## src/sem_pkg.sv

```systemverilog
package sem_pkg;

   localparam int unsigned PIX_W       = 8;
   localparam int unsigned FW_W        = 12;
   localparam int unsigned FH_W        = 16;
   localparam int unsigned COL_OUT_W   = 11;
   localparam int unsigned ROW_W       = 16;
   localparam int unsigned CSR_IDX_W   = 2;
   localparam int unsigned CSR_DATA_W  = 16;
   localparam int unsigned LINE_W      = 2 * PIX_W;
   localparam int unsigned GRAD_W      = 10;
   localparam int unsigned SQ_W        = 21;
   localparam int unsigned ROOT_W      = 16;
   localparam int unsigned ROOT_STAGES = 4;

   localparam logic [CSR_IDX_W-1:0] CSR_FRAME_WIDTH  = 2'd0;
   localparam logic [CSR_IDX_W-1:0] CSR_FRAME_HEIGHT = 2'd1;

   localparam logic [FW_W-1:0] FW_RESET = 12'd640;
   localparam logic [FH_W-1:0] FH_RESET = 16'd480;
   localparam int unsigned     MIN_DIM  = 3;

   localparam logic [15:0] GRAY_R_COEF = 16'd19595;
   localparam logic [15:0] GRAY_G_COEF = 16'd38470;
   localparam logic [15:0] GRAY_B_COEF = 16'd7471;

   localparam logic [PIX_W-1:0] LEVEL_MAX = 8'd255;

   typedef struct packed {
      logic [COL_OUT_W-1:0] col;
      logic [ROW_W-1:0]     row;
      logic                 done;
   } meta_type;

   typedef struct packed {
      logic [ROOT_W-1:0] rem;
      logic [ROOT_W-1:0] root;
   } root_state_type;

   // one digit of the bitwise integer square root
   function automatic root_state_type sqrt_step(input root_state_type s,
                                                input logic [ROOT_W-1:0] bit_val);
      logic [ROOT_W:0] trial;
      root_state_type  r;
      trial = {1'b0, s.root} + {1'b0, bit_val};
      if ({1'b0, s.rem} >= trial) begin
         r.rem  = s.rem - trial[ROOT_W-1:0];
         r.root = (s.root >> 1) + bit_val;
      end else begin
         r.rem  = s.rem;
         r.root = s.root >> 1;
      end
      return r;
   endfunction

endpackage

```

## src/sem_sqrt.sv

```systemverilog
module sem_sqrt (
   input  logic                         clock,
   input  logic                         reset,
   input  logic                         advance,
   input  logic                         in_valid,
   input  logic [sem_pkg::SQ_W-1:0]     in_sq,
   input  sem_pkg::meta_type            meta_in,
   output logic                         out_valid,
   output logic [sem_pkg::PIX_W-1:0]    out_level,
   output sem_pkg::meta_type            meta_out
);

   localparam int unsigned NS = sem_pkg::ROOT_STAGES;

   logic [NS-1:0]              valid_ff;
   logic [NS-1:0]              sat_ff;
   sem_pkg::root_state_type    st_ff   [0:NS-1];
   sem_pkg::meta_type          meta_ff [0:NS-1];
   sem_pkg::root_state_type    st_src  [0:NS-1];
   sem_pkg::root_state_type    st_in   [0:NS-1];
   logic                       in_sat;

   assign in_sat = in_sq[sem_pkg::SQ_W-1:sem_pkg::ROOT_W] != '0;

   always_comb begin
      st_src[0].rem  = in_sq[sem_pkg::ROOT_W-1:0];
      st_src[0].root = '0;
      for (int j = 1; j < NS; j++) begin
         st_src[j] = st_ff[j-1];
      end
   end

   for (genvar j = 0; j < NS; j++) begin : g_stage
      localparam logic [sem_pkg::ROOT_W-1:0] BIT_HI = 16'(1) << (2 * (7 - 2 * j));
      localparam logic [sem_pkg::ROOT_W-1:0] BIT_LO = 16'(1) << (2 * (6 - 2 * j));
      assign st_in[j] = sem_pkg::sqrt_step(sem_pkg::sqrt_step(st_src[j], BIT_HI), BIT_LO);
   end

   always_ff @(posedge clock) begin
      if (reset) begin
         valid_ff <= '0;
      end else if (advance) begin
         valid_ff <= {valid_ff[NS-2:0], in_valid};
      end
      if (advance) begin
         sat_ff     <= {sat_ff[NS-2:0], in_sat};
         meta_ff[0] <= meta_in;
         for (int j = 0; j < NS; j++) begin
            st_ff[j] <= st_in[j];
         end
         for (int j = 1; j < NS; j++) begin
            meta_ff[j] <= meta_ff[j-1];
         end
      end
   end

   assign out_valid = valid_ff[NS-1];
   assign out_level = sat_ff[NS-1] ? sem_pkg::LEVEL_MAX
                                   : st_ff[NS-1].root[sem_pkg::PIX_W-1:0];
   assign meta_out  = meta_ff[NS-1];

endmodule

```

## config.mk

```make
export PLATFORM = sky130hd
export DESIGN_NAME = sem_sqrt
export DESIGN_NICKNAME = d
export VERILOG_FILES = /design/src/sem_pkg.sv /design/src/sem_sqrt.sv
export SDC_FILE = /design/constraint.sdc
export NUM_CORES = 1
export LEC_CHECK = 0
export BUFFER_PORTS_ARGS = -buffer_cell sky130_fd_sc_hd__buf_2
export CAP_MARGIN = 10
export CORE_MARGIN = 4
export CORE_UTILIZATION = 30
export CTS_CLUSTER_DIAMETER = 150
export CTS_CLUSTER_SIZE = 40
export DETAILED_ROUTE_END_ITERATION = 8
export GPL_TIMING_DRIVEN = 0
export SLEW_MARGIN = 10
export SYNTH_ARGS = -nofsm -noshare
export SYNTH_HDL_FRONTEND = slang
export SYNTH_SLANG_ARGS = --single-unit
```

## constraint.sdc

```tcl
create_clock -name clock -period 3.9 [get_ports clock]
set_clock_uncertainty 0.15 [all_clocks]
set_input_delay 0.78 -clock clock [delete_from_list [all_inputs] [get_ports clock]]
set_output_delay 0.78 -clock clock [all_outputs]
set_load 0.01 [all_outputs]
```

==> results of run 1 <==
-- registers in the layout (all words and copies together) (netlist names) --
signal	cells
meta_ff	112
st_ff	68
sat_ff	4
valid_ff	4
-- power by group --
part / internal [mW] / leakage [nW] / total, mW / switching [mW]
sequential: 2.51 / 1.82 / 2.63 / 0.126
clock: 0.998 / 0.279 / 1.68 / 0.684
combinational: 0.761 / 1.70 / 1.62 / 0.854
-- layout by cell type, fill, tap and decap left out, types with 4 or more instances in the layout --
cell	count
nand2_1	21
clkbuf_16	17
a21oi_1	29
buf_2	88
buf_4	35
mux2i_1	8
nand4_1	6
nor2b_1	5
inv_1	33
nor2_1	42
nand2b_1	4
o21bai_1	4
nand3_1	7
xnor2_1	20
dfxtp_1	4
o21ai_0	13
or2_2	11
ha_4	8
nor3_1	15
edfxtp_1	184
o211ai_1	7
a21oi_2	6
xor2_1	11
o21a_1	6
ha_1	32
-- worst max-delay path: cells and delay by family (launching register included) --
family	cells	cell delay, ns
fa+ha+maj	2	0.54
compound gates	6	1.07
simple gates	3	0.39
flops	1	0.39
buf+inv	5	0.65
mux	1	0.27
xor+xnor	1	0.12
-- routing by layer --
layer  up-vias  routed length [um]  global-route usage
li1       2377                   -                   -
met1      2233                6340               0.118
met2        97                6990               0.160
met3        22                 657              0.0282
met4         0                 266              0.0339
met5         -                   0                   0
-- stage by stage --
stage | cells | setup TNS (ns) | power, mW | setup WS (ns) | util
after floorplan | 555 | 0 | 3.66 | 0.161 | -
after global placement | 985 | -77.08 | 4.01 | -0.602 | 0.336
final | 1048 | 0 | 5.93 | 0.0695 | 0.376
after CTS | 1028 | -0.0159 | 5.82 | -0.0159 | 0.365
after global routing | 1048 | -0.165 | 6.28 | -0.105 | 0.376
after detailed placement | 986 | -3.74 | 4.02 | -0.479 | 0.338
-- worst paths after layout --
check        slack (ns)        endpoint  cells after the start           start
max                0.07    st_ff[2][26]                     18    st_ff[1][11]
min                0.26  meta_ff[1][19]                      0  meta_ff[0][19]
max reg2reg        0.07    st_ff[2][26]                     18    st_ff[1][11]
min reg2reg        0.26  meta_ff[1][19]                      0  meta_ff[0][19]
-- final cells by class --
class	instances	area [um^2]	area share
inverter	37	140	0.0139
tap	341	427	0.0423
sequential	188	5610	0.556
buffer	5	41.3	0.00410
multi-input combinational	324	2560	0.254
clock inverter	12	149	0.0148
clock buffer	18	429	0.0426
timing repair buffer	123	731	0.0725
-- kinds of logic (layout without fill, tap and decap cells) --
group | count (synthesis) | after routing | share of synthesized area
DFF | 188 | 188 | 0.688
and+or+nand+nor | 141 | 141 | 0.0963
AOI/OAI and AO/OA | 100 | 100 | 0.0819
buffers and inverters | 43 | 195 | 0.0226
adders and majority gates | 40 | 40 | 0.0615
xor gates and xnor gates | 32 | 32 | 0.0353
muxes | 11 | 11 | 0.0140
-- what timing repair did --
action,CTS,global route
buffers inserted,12,21
pin swaps,7,10
gates resized for setup,16,26
hold endpoints to repair,0,0
endpoints found under the setup margin,19,18
==> flow_metrics.env, run 1 <==
export IMPL_outcome="finished clean"
export IMPL_worst_hold_slack_ns=0.261
export IMPL_hold_viol=0
export IMPL_async_reset_ff_frac=0
export IMPL_routed_via_count=4729
export IMPL_core_area_um2=26800
export IMPL_hp_class="register to register"
export IMPL_avgRoutedWirePerCell_um=13.6
export IMPL_p_leak_nw=3.80
export IMPL_clk_pin_slew_worst_paths_ns=0.07
export IMPL_port_buffers=89
export IMPL_relSlewSlack=0.626
export IMPL_fin_crit_sh=0.982
export IMPL_die_w_um=173
export IMPL_synth_net_count=648
export IMPL_irDropWorstVdd_uv=285
export IMPL_via_per_inst=4.51
export IMPL_synth_area_leader_cell="edfxtp_1"
export IMPL_cp_end_kind="register"
export IMPL_path_class="register to register"
export IMPL_yosys_register_bits=188
export IMPL_antenna_found_initial=0
export IMPL_start_util=0.304
export IMPL_synthTopCellsByArea="edfxtp_1 68%, ha_1 6.1%, a21oi_1 2.2%"
export IMPL_finalNetCount=789
export IMPL_grt_total_usage=0.0954
export IMPL_yosys_cell_types_count=68
export IMPL_root_buffer="clkbuf_16"
export IMPL_synth_top_area_frac=0.679
export IMPL_critical_path_startpoint_type="register"
export IMPL_syn_to_final_growth_pct=23.8
export IMPL_seq_area_frac_synth=0.688
export IMPL_grt_pass1_vias=4518
export IMPL_critPathRequiredTime_ns=3.91
export IMPL_antenna_cells=0
export IMPL_fp_row_count=60
export IMPL_post_dp_cell_area_um2=9050
export IMPL_drc_errors=0
export IMPL_die_h_um=173
export IMPL_worst_pin_slew_ns=0.562
export IMPL_clkSinkCount=188
export IMPL_crit_top_cell="inv_1"
export IMPL_drt_iter0_drc=257
export IMPL_htree_levels=4
export IMPL_synth_avg_cell_area_um2=14.7
export IMPL_synth_ff_type="edfxtp_1"
export IMPL_drive_above_1_share=0.303
export IMPL_crit_slowest_cell="edfxtp_1"
export IMPL_max_cap_violations=0
export IMPL_dpl_hpwl_um=10200
export IMPL_ant_nets=0
export IMPL_critPathMaxStageDelay_ns=0.39
export IMPL_yosysMostFrequentCell="edfxtp_1"
export IMPL_rsz0062_at_grt="yes"
export IMPL_grt_first_pass_wirelength_um=22900
export IMPL_synthCells=555
export IMPL_ys_warn_count=0
export IMPL_io_pins=90
export IMPL_min_period_ns=3.83
export IMPL_cp_cell_sequence="inv_1 > ha_4 > inv_1 > o211a_4 > o21ai_2 > buf_4 > nor2_1 > a21oi_1 > ha_1 > nor3b_1 > inv_1 > o21ai_0 > nor4_2 > buf_4 > o21bai_1 > a21oi_2 > xnor2_1 > mux2_2"
export IMPL_setup_viol=0
export IMPL_ys_top_cells_by_count="184 x edfxtp_1, 44 x nor2_1, 40 x ha_1"
export IMPL_holdBufCountCts=0
export IMPL_fmax_ghz=0.261
export IMPL_cts_buffers=17
export IMPL_clk_path_buf_depth=2
export IMPL_grt_max_degree=120
export IMPL_slew_viol_final=0
export IMPL_powerDensity_nw_per_um2=588
export IMPL_gp_congestion=0.848
export IMPL_crit_arrival_ns=3.84
export IMPL_synth_edf_count=184
export IMPL_postRouteWirelength_um=14200
export IMPL_gr_total_overflow=0
export IMPL_dr_pass1_iters=5
export IMPL_final_area_um2=10100
export IMPL_clk_insertion_delay_late_ns=0.42
export IMPL_dieArea_um2=29800
export IMPL_fillers=2533
export IMPL_cts_tree="yes"
export IMPL_crit_fanout=10
export IMPL_syn_area_um2=8140
Note: power is estimated with default switching activity, not from simulation.
==> run 2, diff against run 1 <==
clock period = 3.5 ns   (was 3.9 ns; I/O delays follow)
==> flow_metrics.env, run 2 (synthesized netlist as in run 1, its figures left out) <==
export IMPL_routed_via_count=4893
export IMPL_hold_depth=0
export IMPL_min_period_ns=3.73
export IMPL_fin_util=0.396
export IMPL_avgRoutedWirePerCell_um=14.0
export IMPL_die_w_um=173
export IMPL_drc_errors=0
export IMPL_fp_row_count=60
export IMPL_regMostFlops="meta_ff"
export IMPL_antenna_cells=0
export IMPL_crit_fanout=7
export IMPL_p_clk_frac=0.267
export IMPL_hold_viol=0
export IMPL_gr_total_overflow=0
export IMPL_cp_end_kind="register"
export IMPL_irDropWorstVdd_uv=284
export IMPL_fin_crit_sh=1.06
export IMPL_rr_worst_depth=16
export IMPL_drive_above_1_share=0.387
export IMPL_slew_viol_final=0
export IMPL_layout_common_cells="184 x edfxtp_1, 88 x buf_2, 59 x buf_4"
export IMPL_grt_first_pass_wirelength_um=24500
export IMPL_hp_class="register to register"
export IMPL_io_pins=90
export IMPL_setup_viol=19
export IMPL_grt_total_usage=0.100
export IMPL_p_switching_mw=2.09
export IMPL_powerDensity_nw_per_um2=660
export IMPL_path_class="register to register"
export IMPL_switching_share=0.299
export IMPL_cp_endpoint="st_ff[2][28]"
export IMPL_reg_top3="meta_ff: 112 flops, st_ff: 68 flops"
export IMPL_grt_max_degree=98
export IMPL_pre_cts_ws_ns=-0.608
export IMPL_finalNetCount=822
export IMPL_syn_to_final_growth_pct=30.3
export IMPL_antenna_found_initial=0
export IMPL_clk_insertion_delay_late_ns=0.42
export IMPL_worst_hold_slack_ns=0.265
export IMPL_intPower_mw=4.91
export IMPL_fmax_ghz=0.268
export IMPL_max_cap_violations=0
export IMPL_cts_tree="yes"
export IMPL_critPathRequiredTime_ns=3.51
export IMPL_post_dp_cell_area_um2=9160
export IMPL_ant_nets=0
export IMPL_grt_pass1_vias=4912
export IMPL_die_h_um=173
export IMPL_regToRegEndpoint="st_ff[2][28]"
export IMPL_dpl_hpwl_um=10200
export IMPL_root_buffer="clkbuf_16"
export IMPL_dr_pass1_iters=5
export IMPL_p_leak_nw=4.04
export IMPL_gp_congestion=0.855
export IMPL_start_util=0.304
export IMPL_cp_startpoint="st_ff[1][10]"
export IMPL_failed_checks="setup timing"
export IMPL_port_buffers=89
export IMPL_seqPwrFrac=0.420
export IMPL_critical_path_startpoint_type="register"
export IMPL_dieArea_um2=29800
export IMPL_postRouteWirelength_um=15200
export IMPL_clk_path_buf_depth=2
export IMPL_crit_arrival_ns=3.73
export IMPL_r2r_start="st_ff[1][10]"
export IMPL_via_per_inst=4.52
export IMPL_final_area_um2=10600
export IMPL_layout_setup_ws_ns=-0.227
export IMPL_drt_iter0_drc=357
export IMPL_core_area_um2=26800
export IMPL_relSlewSlack=0.502
export IMPL_final_common_cell="edfxtp_1"
export IMPL_clkSinkCount=188
export IMPL_worst_pin_slew_ns=0.748
export IMPL_largest_register_ffs=112
export IMPL_htree_levels=4
export IMPL_p_comb_frac=0.313
export IMPL_clk_pin_slew_worst_paths_ns=0.07
export IMPL_cts_buffers=17
export IMPL_ff2ff_setup_slack_ns=-0.23
export IMPL_outcome="finished, violations left"
export IMPL_rsz0062_at_grt="yes"
[run 2: area by class of cell]
type / instances / area (um^2)
fillers: 2463 / 16200
well taps: 341 / 427
clock inverters: 14 / 145
multi-input cells: 324 / 2790
flip-flops and latches: 188 / 5610
repair buffers: 156 / 1020
clock buffers: 18 / 429
inverters: 37 / 140
plain buffers: 5 / 55.1
[run 2: metrics by stage]
stage / power (mW) / cells / setup TNS [ns]
final: 7.00 / 1083 / -2.12
after CTS: 6.83 / 1064 / -0.870
after global placement: 4.54 / 985 / -149.14
after floorplan: 4.15 / 555 / -0.00276
after detailed placement: 4.55 / 986 / -8.18
after global routing: 7.39 / 1083 / -4.44
[run 2: what timing repair did]
| item | in CTS | in global routing |
|---|---|---|
| setup buffers | 46 | 19 |
| resized for setup | 54 | 26 |
| endpoints found under the setup margin | 22 | 22 |
| pin swaps | 20 | 23 |
| hold buffers | 0 | 0 |
| cloned | 1 | 0 |
[run 2: critical path: stages, from the launching register on]
cell       delay (ns)
edfxtp_1         0.45
inv_2            0.11
ha_4             0.23
a21oi_4          0.17
o211a_1          0.24
o21ai_2          0.09
buf_6            0.16
nor2_4           0.09
a21oi_2          0.05
ha_1             0.31
nand4_1          0.15
o41a_1           0.40
a32o_2           0.32
o2111ai_4        0.10
buf_6            0.16
o2111ai_2        0.10
xor2_1           0.17
[run 2: power groups by stage]
stage | Combinational, mW | Clock [mW] | Sequential (mW)
finish | 2.19 | 1.87 | 2.94
global route | 2.40 | 2.03 | 2.97
CTS | 1.97 | 1.93 | 2.93
detailed placement | 1.57 | 0 | 2.98
global placement | 1.56 | 0 | 2.98
floorplan | 1.21 | 0 | 2.94
[run 2: per-layer routing]
layer / part of all wire / global-route usage / vias to the layer above
met1: 0.44 / 0.126 / 2360
met2: 0.50 / 0.170 / 82
met3: 0.040 / 0.0260 / 15
li1: - / - / 2436
met5: 0 / 0 / -
met4: 0.014 / 0.0329 / 0
[run 2: how the worst min path moves through the flow]
stage | startpoint | to
after floorplan | meta_ff[0][0] | meta_ff[1][0]
after global placement | meta_ff[1][8] | meta_ff[2][8]
after detailed placement | meta_ff[0][12] | meta_ff[1][12]
after CTS | meta_ff[2][22] | meta_ff[3][22]
after global routing | meta_in[21] | meta_ff[0][21]
final | meta_ff[1][25] | meta_ff[2][25]
