==> config.mk <==
export PLATFORM = sky130hd
export DESIGN_NAME = sem_grad
export DESIGN_NICKNAME = d
export VERILOG_FILES = /design/src/sem_pkg.sv /design/src/sem_grad.sv
export SDC_FILE = /design/constraint.sdc
export NUM_CORES = 1
export LEC_CHECK = 0
export ABC_AREA = 0
export ABC_CLOCK_PERIOD_IN_PS = 5940
export BUFFER_PORTS_ARGS = -buffer_cell sky130_fd_sc_hd__buf_2
export CORE_UTILIZATION = 56
export CTS_CLUSTER_SIZE = 8
export DETAILED_ROUTE_END_ITERATION = 7
export GPL_TIMING_DRIVEN = 0
export HOLD_SLACK_MARGIN = 0.08
export PLACE_DENSITY_LB_ADDON = 0.3
export SYNTH_ARGS = -nofsm -noshare
export SYNTH_HDL_FRONTEND = slang
export SYNTH_SLANG_ARGS = --single-unit
export TNS_END_PERCENT = 5
==> constraint.sdc <==
create_clock -name clock -period 5.94 [get_ports clock]
set_clock_uncertainty 0.05 [all_clocks]
set_input_delay 1.188 -clock clock [delete_from_list [all_inputs] [get_ports clock]]
set_output_delay 1.188 -clock clock [all_outputs]
set_load 0.005 [all_outputs]
==> src/sem_pkg.sv <==
package sem_pkg;

   localparam int unsigned PIX_W       = 8;
   localparam int unsigned FW_W        = 12;
   localparam int unsigned FH_W        = 16;
   localparam int unsigned COL_OUT_W   = 11;
   localparam int unsigned ROW_W       = 16;
   localparam int unsigned CSR_IDX_W   = 2;
   localparam int unsigned CSR_DATA_W  = 16;
   localparam int unsigned LINE_W      = 2 * PIX_W;
   localparam int unsigned GRAD_W      = 10;
   localparam int unsigned SQ_W        = 21;
   localparam int unsigned ROOT_W      = 16;
   localparam int unsigned ROOT_STAGES = 4;

   localparam logic [CSR_IDX_W-1:0] CSR_FRAME_WIDTH  = 2'd0;
   localparam logic [CSR_IDX_W-1:0] CSR_FRAME_HEIGHT = 2'd1;

   localparam logic [FW_W-1:0] FW_RESET = 12'd640;
   localparam logic [FH_W-1:0] FH_RESET = 16'd480;
   localparam int unsigned     MIN_DIM  = 3;

   localparam logic [15:0] GRAY_R_COEF = 16'd19595;
   localparam logic [15:0] GRAY_G_COEF = 16'd38470;
   localparam logic [15:0] GRAY_B_COEF = 16'd7471;

   localparam logic [PIX_W-1:0] LEVEL_MAX = 8'd255;

   typedef struct packed {
      logic [COL_OUT_W-1:0] col;
      logic [ROW_W-1:0]     row;
      logic                 done;
   } meta_type;

   typedef struct packed {
      logic [ROOT_W-1:0] rem;
      logic [ROOT_W-1:0] root;
   } root_state_type;

   // one digit of the bitwise integer square root
   function automatic root_state_type sqrt_step(input root_state_type s,
                                                input logic [ROOT_W-1:0] bit_val);
      logic [ROOT_W:0] trial;
      root_state_type  r;
      trial = {1'b0, s.root} + {1'b0, bit_val};
      if ({1'b0, s.rem} >= trial) begin
         r.rem  = s.rem - trial[ROOT_W-1:0];
         r.root = (s.root >> 1) + bit_val;
      end else begin
         r.rem  = s.rem;
         r.root = s.root >> 1;
      end
      return r;
   endfunction

endpackage

==> src/sem_grad.sv <==
module sem_grad (
   input  logic                         clock,
   input  logic                         reset,
   input  logic                         advance,
   input  logic                         col_valid,
   input  logic                         result_req,
   input  logic [sem_pkg::PIX_W-1:0]    top,
   input  logic [sem_pkg::PIX_W-1:0]    mid,
   input  logic [sem_pkg::PIX_W-1:0]    bot,
   input  sem_pkg::meta_type            meta_in,
   output logic                         sq_valid,
   output logic [sem_pkg::SQ_W-1:0]     sq,
   output sem_pkg::meta_type            meta_out
);

   logic [sem_pkg::PIX_W-1:0]  taps_ff [0:8];
   logic                       a_valid_ff;
   sem_pkg::meta_type          a_meta_ff;
   logic                       b_valid_ff;
   logic [sem_pkg::GRAD_W-1:0] ax_ff;
   logic [sem_pkg::GRAD_W-1:0] ay_ff;
   sem_pkg::meta_type          b_meta_ff;
   logic                       c_valid_ff;
   logic [sem_pkg::SQ_W-1:0]   sq_ff;
   sem_pkg::meta_type          c_meta_ff;

   logic signed [10:0]         t [0:8];
   logic signed [10:0]         gx;
   logic signed [10:0]         gy;
   logic signed [10:0]         gx_neg;
   logic signed [10:0]         gy_neg;
   logic [sem_pkg::GRAD_W-1:0] ax_in;
   logic [sem_pkg::GRAD_W-1:0] ay_in;
   logic [2*sem_pkg::GRAD_W-1:0] sqx;
   logic [2*sem_pkg::GRAD_W-1:0] sqy;
   logic [sem_pkg::SQ_W-1:0]   sq_in;

   always_comb begin
      for (int i = 0; i < 9; i++) begin
         t[i] = signed'({3'b000, taps_ff[i]});
      end
      gx = t[2] - t[0] + (t[5] <<< 1) - (t[3] <<< 1) + t[8] - t[6];
      gy = t[6] + (t[7] <<< 1) + t[8] - t[0] - (t[1] <<< 1) - t[2];
      gx_neg = -gx;
      gy_neg = -gy;
      ax_in  = gx[10] ? gx_neg[sem_pkg::GRAD_W-1:0] : gx[sem_pkg::GRAD_W-1:0];
      ay_in  = gy[10] ? gy_neg[sem_pkg::GRAD_W-1:0] : gy[sem_pkg::GRAD_W-1:0];
      sqx    = ax_ff * ax_ff;
      sqy    = ay_ff * ay_ff;
      sq_in  = {1'b0, sqx} + {1'b0, sqy};
   end

   always_ff @(posedge clock) begin
      if (reset) begin
         a_valid_ff <= 1'b0;
         b_valid_ff <= 1'b0;
         c_valid_ff <= 1'b0;
      end else if (advance) begin
         a_valid_ff <= col_valid && result_req;
         b_valid_ff <= a_valid_ff;
         c_valid_ff <= b_valid_ff;
      end
      if (advance) begin
         if (col_valid) begin
            for (int k = 0; k < 3; k++) begin
               taps_ff[k*3]   <= taps_ff[k*3+1];
               taps_ff[k*3+1] <= taps_ff[k*3+2];
            end
            taps_ff[2] <= top;
            taps_ff[5] <= mid;
            taps_ff[8] <= bot;
         end
         a_meta_ff <= meta_in;
         ax_ff     <= ax_in;
         ay_ff     <= ay_in;
         b_meta_ff <= a_meta_ff;
         sq_ff     <= sq_in;
         c_meta_ff <= b_meta_ff;
      end
   end

   assign sq_valid = c_valid_ff;
   assign sq       = sq_ff;
   assign meta_out = c_meta_ff;

endmodule

==> results.yml, run 1 <==
placement:
  portBuffers: 106
  hpwl_um: 18700
  gp_congestion: 0.814
  dp.cells: 1571
  post-place-ws_ns: -0.684
critical_path:
  worst_ep_arrival_time_ns: 6.46
  crit_start: "ax_ff[2]"
  worstReg2RegEnd: "sq[18]"
  critPathRequiredTime_ns: 6.09
  startpoint_type: "register"
  crit_path_max_fanout: 10
  critPathKind: "register to register"
  ff2ff_setup_slack_ns: -0.37
  end_kind: "register"
  rr_worst_depth: 20
  regToRegStartpoint: "ax_ff[2]"
timing:
  fin_crit_ns: 6.31
  rsz0062_at_grt: "true"
  drv_slew: 0
  final-hold-violation-count: 0
  setup_tns_ns: -1.92
  finalWorstSetupSlack_ns: -0.367
  max_freq_mhz: 159
  setup_viol: 9
  relSlewSlack_pct: 38.3
  period_share_pct: 106
  worst_pin_slew_ns: 0.926
layout:
  area_delta_synth_final_pct: 12.7
  antennaDiodeCount: 0
  drive_gt1_share_pct: 15.8
  stdcell_count: 1622
  n_fill_cell: 1894
  fin_nets: 1645
drt:
  ant_nets: 0
  m1WireLength_um: 10900
  vias_per_cell: 5.13
  drt_drc_violations_left: 0
  maxUsedRoutingLayer: "met4"
  met3_length_um: 725
  route.met2.wl_um: 12900
  routedWlPerCell_um: 15.4
  vias: 8320
  first_iter_violations: 357
  wirelength_um: 25000
  firstDrtPassIters: 8
yosys:
  netlist_instances: 1134
  synth-seq-cells: 200
  ys_top_cells_by_area: "edfxtp_1 (41%), fa_1 (26%), ha_1 (11%)"
  synth_commonest_cells: "inv_1 (256), edfxtp_1 (197), fa_1 (185)"
  synth.net_count: 1500
  syn_area_um2: 14500
  async_reset_ff_share_pct: 0
  synth_edf_count: 197
  yosys.area.top_type: "edfxtp_1"
  post_synth_num_cell_types: 48
  ys_seq_area_share_pct: 41.2
  synth_ff_type: "edfxtp_1"
  synth.most_common_cell: "inv_1"
  yosys.area.top_type_share_pct: 40.8
  yosysWarnings: 0
  avgSynthCellArea_um2: 12.8
clock_tree:
  clk_pin_slew_worst_paths_ns: 0.09
  cts_buffers: 17
  htreeDepth: 4
  cts_root_buf: "clkbuf_16"
  clock_latency_ns: 0.45
  clock-sinks: 200
  hold_buffers: 0
  cts_tree: "built"
  cts.path.max_buffers: 2
min_path:
  hold_depth: 0
  min_to: "meta_out[26]"
  min_from: "b_meta_ff[26]"
  worstHoldPathType: "register to register"
floorplan:
  initial_core_util_pct: 57.4
  chipHeight_um: 163
  num_io_pins: 107
  die_w_um: 163
  coreArea_um2: 25300
  dieArea_um2: 26500
  rows: 58
status:
  outcome: "complete, but fails checks"
  violations: "setup timing"
grt:
  grt_max_degree: 98
  grt_use_total_pct: 20.2
  grt_overflow_total: 0
  antenna_found_initial: 0
  grt_pass1_wl_um: 41000
  grt_pass1_vias: 8551
run:
  max_cap_violations: 0
metal layers:
metal	up-vias	GRT usage [%]
met1	4193	26.9
met3	32	2.98
met4	0	6.37
met5	-	0
met2	152	34.1
li1	3943	-
placed cells by master (no fill, tap or decap), types with 4 or more instances in the layout:
cell / instances
o21a_1: 6
xnor2_1: 45
inv_1: 251
a21o_1: 19
nand2_1: 52
inv_8: 4
xor2_1: 20
nor3_1: 5
edfxtp_1: 197
o21ai_0: 15
nand3_1: 5
clkinv_8: 4
ha_1: 123
and3_1: 6
a21oi_2: 4
buf_2: 107
inv_2: 5
clkbuf_16: 17
a31oi_1: 8
fa_1: 184
nand2_2: 4
buf_4: 24
a21oi_1: 27
nor2_1: 33
and2_1: 42
nor2b_1: 8
nand2b_1: 7
o211ai_1: 6
flip-flops by register name (all words and copies together), names as in the netlist:
register / cells
a_meta_ff: 28
a_valid_ff: 1
ax_ff: 10
ay_ff: 10
b_meta_ff: 28
b_valid_ff: 1
meta_out: 28
sq: 21
sq_valid: 1
taps_ff: 72
layout make-up:
type / instances / area, um^2 / share of cell area, %
Buffer: 11 / 70.1 / 0.429
Timing Repair Buffer: 131 / 748 / 4.58
Tap cell: 330 / 413 / 2.53
Sequential cell: 200 / 5980 / 36.6
Clock inverter: 15 / 174 / 1.06
Inverter: 256 / 961 / 5.88
Multi-Input combinational cell: 662 / 7570 / 46.3
Clock buffer: 17 / 425 / 2.60
through the flow:
stage	utilization, %	area [um^2]	hold slack [ns]
after floorplan	-	14500	0.350
after global placement	61.2	15500	0.350
after detailed placement	61.4	15500	0.355
after CTS	64.2	16200	0.367
after global routing	64.7	16300	0.375
final	64.7	16300	0.361
timing repair:
action / 4_1_cts / 5_1_grt
endpoints found under the setup margin: 13 / 20
gates resized for setup: 15 / 17
setup buffers: 13 / 11
hold endpoints to repair: 0 / 0
pin swaps: 4 / 6
worst max path at each step:
stage                     slack [ns]  cells past startpoint     end
after global routing           -0.58                     19  sq[18]
after detailed placement       -0.68                     20  sq[20]
after global placement         -0.67                     20  sq[20]
after floorplan                0.005                     20  sq[14]
after CTS                      -0.42                     18  sq[18]
final                          -0.37                     20  sq[18]
kinds of logic (layout without fill, tap and decap cells):
kind of cell               count (synthesis)  in the layout  synth area share (%)
xor gates and xnor gates                  66             66                  4.10
muxes                                      5              5                 0.363
DFF                                      200            200                  41.2
and+or+nand+nor                          174            174                  6.01
adders and majority gates                309            309                  36.3
AOI/OAI and AO/OA                        108            108                  4.95
buffers and inverters                    272            430                  7.10
worst max-delay path: stages (launching register included):
cell and delay [ns]:
edfxtp_1 0.42, buf_8 0.17, and2_4 0.16, fa_2 0.57, inv_2 0.05, fa_1 0.57
inv_2 0.05, fa_1 0.45, fa_1 0.54, fa_1 0.44, fa_1 0.51, inv_2 0.04
fa_1 0.51, inv_2 0.04, ha_4 0.23, a211o_1 0.30, a211oi_4 0.28, o211ai_1 0.21
a31o_2 0.26, a21oi_2 0.14, xnor2_1 0.07
Power of run 1 is not shown: default switching activity piles up to over one toggle a cycle in this logic, so the estimate is an artifact.
==> inputs of run 2 (changes only) <==
--- a/config.mk
+++ b/config.mk
@@ -7,7 +7,7 @@
 export LEC_CHECK = 0
 export ABC_AREA = 0
 export ABC_CLOCK_PERIOD_IN_PS = 5940
-export BUFFER_PORTS_ARGS = -buffer_cell sky130_fd_sc_hd__buf_2
+export BUFFER_PORTS_ARGS = -buffer_cell sky130_fd_sc_hd__clkbuf_2
 export CORE_UTILIZATION = 56
 export CTS_CLUSTER_SIZE = 8
 export DETAILED_ROUTE_END_ITERATION = 7
==> results.yml, run 2 (synthesis gave the netlist of run 1 again) <==
placement:
  portBuffers: 106
  gp_congestion: 0.813
  post-place-ws_ns: -0.714
  dp.cells: 1571
  post_dp_cell_area_um2: 15500
  hpwl_um: 19000
drt:
  first_iter_violations: 392
  vias: 8293
  wirelength_um: 25100
  vias_per_cell: 5.11
  ant_nets: 0
  routedWlPerCell_um: 15.4
  firstDrtPassIters: 7
  drt_drc_violations_left: 0
grt:
  grt_pass1_wl_um: 41100
  antenna_found_initial: 0
  grt_max_degree: 96
  grt_overflow_total: 0
  grt_use_total_pct: 20.2
  grt_pass1_vias: 8657
timing:
  worst_pin_slew_ns: 0.922
  finalWorstSetupSlack_ns: -0.294
  relSlewSlack_pct: 38.6
  max_freq_mhz: 160
  period_share_pct: 105
  final-hold-violation-count: 0
  fin_crit_ns: 6.23
  setup_viol: 7
  timing.hold.ws_ns: 0.365
  rsz0062_at_grt: "true"
  drv_slew: 0
critical_path:
  worstReg2RegEnd: "sq[18]"
  critPathRequiredTime_ns: 6.09
  end_kind: "register"
  crit_start: "ax_ff[2]"
  worst_ep_arrival_time_ns: 6.38
  ff2ff_setup_slack_ns: -0.29
  critPathKind: "register to register"
  crit_path_max_fanout: 10
  rr_worst_depth: 20
  startpoint_type: "register"
  regToRegStartpoint: "ax_ff[2]"
clock_tree:
  cts.path.max_buffers: 2
  clk_pin_slew_worst_paths_ns: 0.09
  clock-sinks: 200
  htreeDepth: 4
  cts_root_buf: "clkbuf_16"
  cts_tree: "built"
  cts_buffers: 17
  clock_latency_ns: 0.45
floorplan:
  dieArea_um2: 26500
  initial_core_util_pct: 57.4
  num_io_pins: 107
  die_w_um: 163
  chipHeight_um: 163
  rows: 58
  coreArea_um2: 25300
layout:
  drive_gt1_share_pct: 16.1
  layout_commonest_cell: "inv_1"
  stdcell_area_um2: 16400
  top_register: "taps_ff"
  antennaDiodeCount: 0
  stdcell_count: 1623
  fin_nets: 1646
  largest_reg_flops: 72
  multi_input_area_um2: 7590
  area_delta_synth_final_pct: 13.0
  final_cell_mix: "inv_1 (253), edfxtp_1 (197), fa_1 (183), ha_1 (120), clkbuf_2 (108)"
  n_fill_cell: 1915
  seq_area_um2: 5980
min_path:
  min_from: "b_meta_ff[13]"
  min_to: "meta_out[13]"
  hold_depth: 0
  worstHoldPathType: "register to register"
status:
  violations: "setup timing"
  outcome: "complete, but fails checks"
run:
  max_cap_violations: 0
[run 2: layout make-up]
cell class | count | area share (%)
repair buffers | 135 | 4.75
flip-flops and latches | 200 | 36.5
well taps | 330 | 2.52
inverters | 256 | 5.87
multi-input cells | 662 | 46.4
plain buffers | 8 | 0.344
clock buffers | 17 | 2.60
clock inverters | 15 | 1.08
[run 2: stage by stage]
| stage | TNS (ns) | utilization, % |
|---|---|---|
| 2_1_floorplan | 0 | - |
| 3_3_place_gp | -38.21 | 61.2 |
| 3_5_place_dp | -5.25 | 61.4 |
| 4_1_cts | -2.24 | 64.3 |
| 5_1_grt | -3.28 | 64.9 |
| 6_report | -1.31 | 64.9 |
[run 2: worst max-delay path by stage]
stage,endpoint,slack [ns],cells after the start
after global routing,sq[18],-0.51,20
after CTS,sq[18],-0.44,19
after global placement,sq[20],-0.67,20
after detailed placement,sq[20],-0.71,21
final,sq[18],-0.29,20
after floorplan,sq[14],0.005,20
[run 2: metal layers]
layer	up-vias	wire length, um	track usage (%)
met2	161	13100	34.9
met4	0	350	5.61
met3	22	955	3.11
li1	3955	-	-
met1	4155	10700	26.5
met5	-	0	0
[run 2: critical path: stages, from the launching register on]
cell      delay, ns
edfxtp_1       0.42
buf_8          0.17
and2_4         0.16
fa_2           0.57
inv_2          0.06
fa_1           0.53
inv_1          0.05
fa_1           0.45
fa_1           0.53
fa_1           0.43
fa_1           0.49
inv_1          0.05
fa_1           0.49
inv_1          0.06
ha_4           0.23
a211o_1        0.30
a211oi_4       0.24
o211ai_1       0.22
a31o_2         0.27
a21oi_2        0.14
xnor2_1        0.08
[run 2: what timing repair did]
| action | 4_1_cts | 5_1_grt |
|---|---|---|
| pin swaps | 5 | 8 |
| resized for setup | 16 | 13 |
| endpoints found under the hold margin | 0 | 0 |
| hold buffers | 0 | 0 |
| buffers inserted | 17 | 11 |
| endpoints found under the setup margin | 12 | 20 |
Power of run 2 is left out for the same reason.
==> inputs of run 3 (changes only) <==
--- a/config.mk
+++ b/config.mk
@@ -8,7 +8,10 @@
 export ABC_AREA = 0
 export ABC_CLOCK_PERIOD_IN_PS = 5940
 export BUFFER_PORTS_ARGS = -buffer_cell sky130_fd_sc_hd__clkbuf_2
-export CORE_UTILIZATION = 56
+export CELL_PAD_IN_SITES_DETAIL_PLACEMENT = 1
+export CELL_PAD_IN_SITES_GLOBAL_PLACEMENT = 2
+export CORE_UTILIZATION = 40
+export CTS_BUF_LIST = sky130_fd_sc_hd__clkbuf_4
 export CTS_CLUSTER_SIZE = 8
 export DETAILED_ROUTE_END_ITERATION = 7
 export GPL_TIMING_DRIVEN = 0
==> constraint.sdc (replaced) <==
create_clock -name clock -period 5.94 [get_ports clock]
set_clock_uncertainty 0.05 [all_clocks]
set_input_delay 0 -clock clock [delete_from_list [all_inputs] [get_ports clock]]
set_output_delay 0 -clock clock [all_outputs]
set_load 0.005 [all_outputs]
==> results.yml, run 3 (synthesis gave the netlist of run 1 again) <==
layout:
  drive_gt1_share_pct: 13.6
  stdcell_count: 1863
  area_delta_synth_final_pct: 19.5
  largest_reg_flops: 72
  final_cell_mix: "inv_1 (256), edfxtp_1 (197), fa_1 (185), ha_1 (121), dlygate4sd3_1 (113)"
  fin_nets: 1753
  top_register: "taps_ff"
  layout_commonest_cell: "inv_1"
  n_fill_cell: 3693
  utilization_pct: 48.6
  stdcell_area_um2: 17300
critical_path:
  crit_family: "adder cells"
  cpPeakStageDelay_ns: 0.55
  crit_path_max_fanout: 10
  critical_path.cell_chain: "buf_8 -> and2_1 -> fa_1 -> inv_1 -> fa_1 -> inv_1 -> fa_1 -> fa_1 -> fa_1 -> fa_1 -> inv_1 -> fa_1 -> inv_1 -> ha_4 -> a211o_1 -> a211oi_4 -> o31ai_4 -> o211ai_1 -> a21oi_1 -> xnor2_1"
  end_kind: "register"
  regToRegStartpoint: "ax_ff[2]"
  crit_slowest_cell: "fa_1"
  critPathKind: "register to register"
  crit_buf_inv: 5
  startpoint_type: "register"
  critPathRequiredTime_ns: 6.28
  cpMostUsedCell: "fa_1"
  crit_start: "ax_ff[2]"
  worst_ep_arrival_time_ns: 6.76
floorplan:
  num_io_pins: 107
  coreArea_um2: 35700
  dieArea_um2: 37000
  chipHeight_um: 192
  initial_core_util_pct: 40.7
  die_w_um: 192
  rows: 69
timing:
  finalWorstSetupSlack_ns: -0.482
  period_share_pct: 108
  drv_slew: 0
  setup_viol: 10
  max_freq_mhz: 156
  relSlewSlack_pct: 35.1
  worst_pin_slew_ns: 0.974
  fin_crit_ns: 6.42
  timing.hold.ws_ns: 0.176
  final-hold-violation-count: 0
  rsz0062_at_grt: "true"
drt:
  drt_drc_violations_left: 4
  vias_per_cell: 4.67
  routedWlPerCell_um: 15.7
  route.met2.wl_um: 14800
  m1WireLength_um: 13300
  met3_length_um: 860
  vias: 8694
  wirelength_um: 29200
  maxUsedRoutingLayer: "met4"
  ant_nets: 0
  first_iter_violations: 282
  firstDrtPassIters: 6
placement:
  dp.cells: 1702
  hpwl_um: 22000
  gp_congestion: 0.766
  post_dp_cell_area_um2: 15700
  portBuffers: 106
min_path:
  min_from: "advance"
  worstHoldPathType: "primary input to register"
status:
  outcome: "complete, but fails checks"
  violations: "DRC, setup timing"
grt:
  grt_max_degree: 121
  grt_use_total_pct: 17.2
  grt_pass1_wl_um: 48600
  grt_pass1_vias: 9630
  antenna_found_initial: 2
  grt_overflow_total: 0
clock_tree:
  cts_buffers: 17
  htreeDepth: 4
  cts_root_buf: "clkbuf_4"
  clk_pin_slew_worst_paths_ns: 0.19
  clock-sinks: 200
  clock_latency_ns: 0.63
  cts_tree: "built"
  cts.path.max_buffers: 2
run:
  max_cap_violations: 0
-- run 3: cell types whose count changed in the layout (fill, tap and decap cells not counted), sizes merged --
| cell | before | now |
|---|---|---|
| dlygate4sd3 | 0 | 113 |
| buf | 32 | 21 |
| clkbuf | 128 | 135 |
| inv | 263 | 260 |
| diode | 0 | 2 |
| bufinv | 0 | 1 |
-- run 3: worst paths after layout --
kind / end / slack, ns / cells past startpoint
worst max-delay path: sq[20] / -0.48 / 20
worst min-delay path: a_meta_ff[12] / 0.18 / 2
worst max register to register: sq[20] / -0.48 / 20
worst min register to register: b_meta_ff[11] / 0.37 / 0
-- run 3: timing repair --
action,CTS,global route
setup endpoints to repair,12,22
hold endpoints to repair,215,0
gates resized for setup,17,8
cloned,0,0
hold buffers,113,0
setup buffers,16,2
pin swaps,2,6
-- run 3: layer usage --
| metal | vias up | global-route usage (%) |
|---|---|---|
| met1 | 4414 | 22.5 |
| met2 | 92 | 29.5 |
| li1 | 4174 | - |
| met4 | 0 | 4.00 |
| met5 | - | 0 |
| met3 | 14 | 3.11 |
-- run 3: layout make-up --
cell class	instances	area [um^2]	area share, %
repair buffers	238	1830	10.6
multi-input cells	662	7580	43.8
inverters	256	961	5.55
clock inverters	13	163	0.939
diodes	2	5.00	0.0289
clock buffers	19	143	0.824
flip-flops and latches	200	5980	34.5
plain buffers	12	82.6	0.477
well taps	461	577	3.33
-- run 3: through the flow --
stage	setup TNS (ns)	setup WS, ns
5_1_grt	-5.47	-0.752
3_3_place_gp	-6.47	-0.854
3_5_place_dp	-6.95	-0.884
4_1_cts	-2.97	-0.511
2_1_floorplan	0	0.00479
6_report	-2.66	-0.482
Power of run 3 is left out for the same reason.
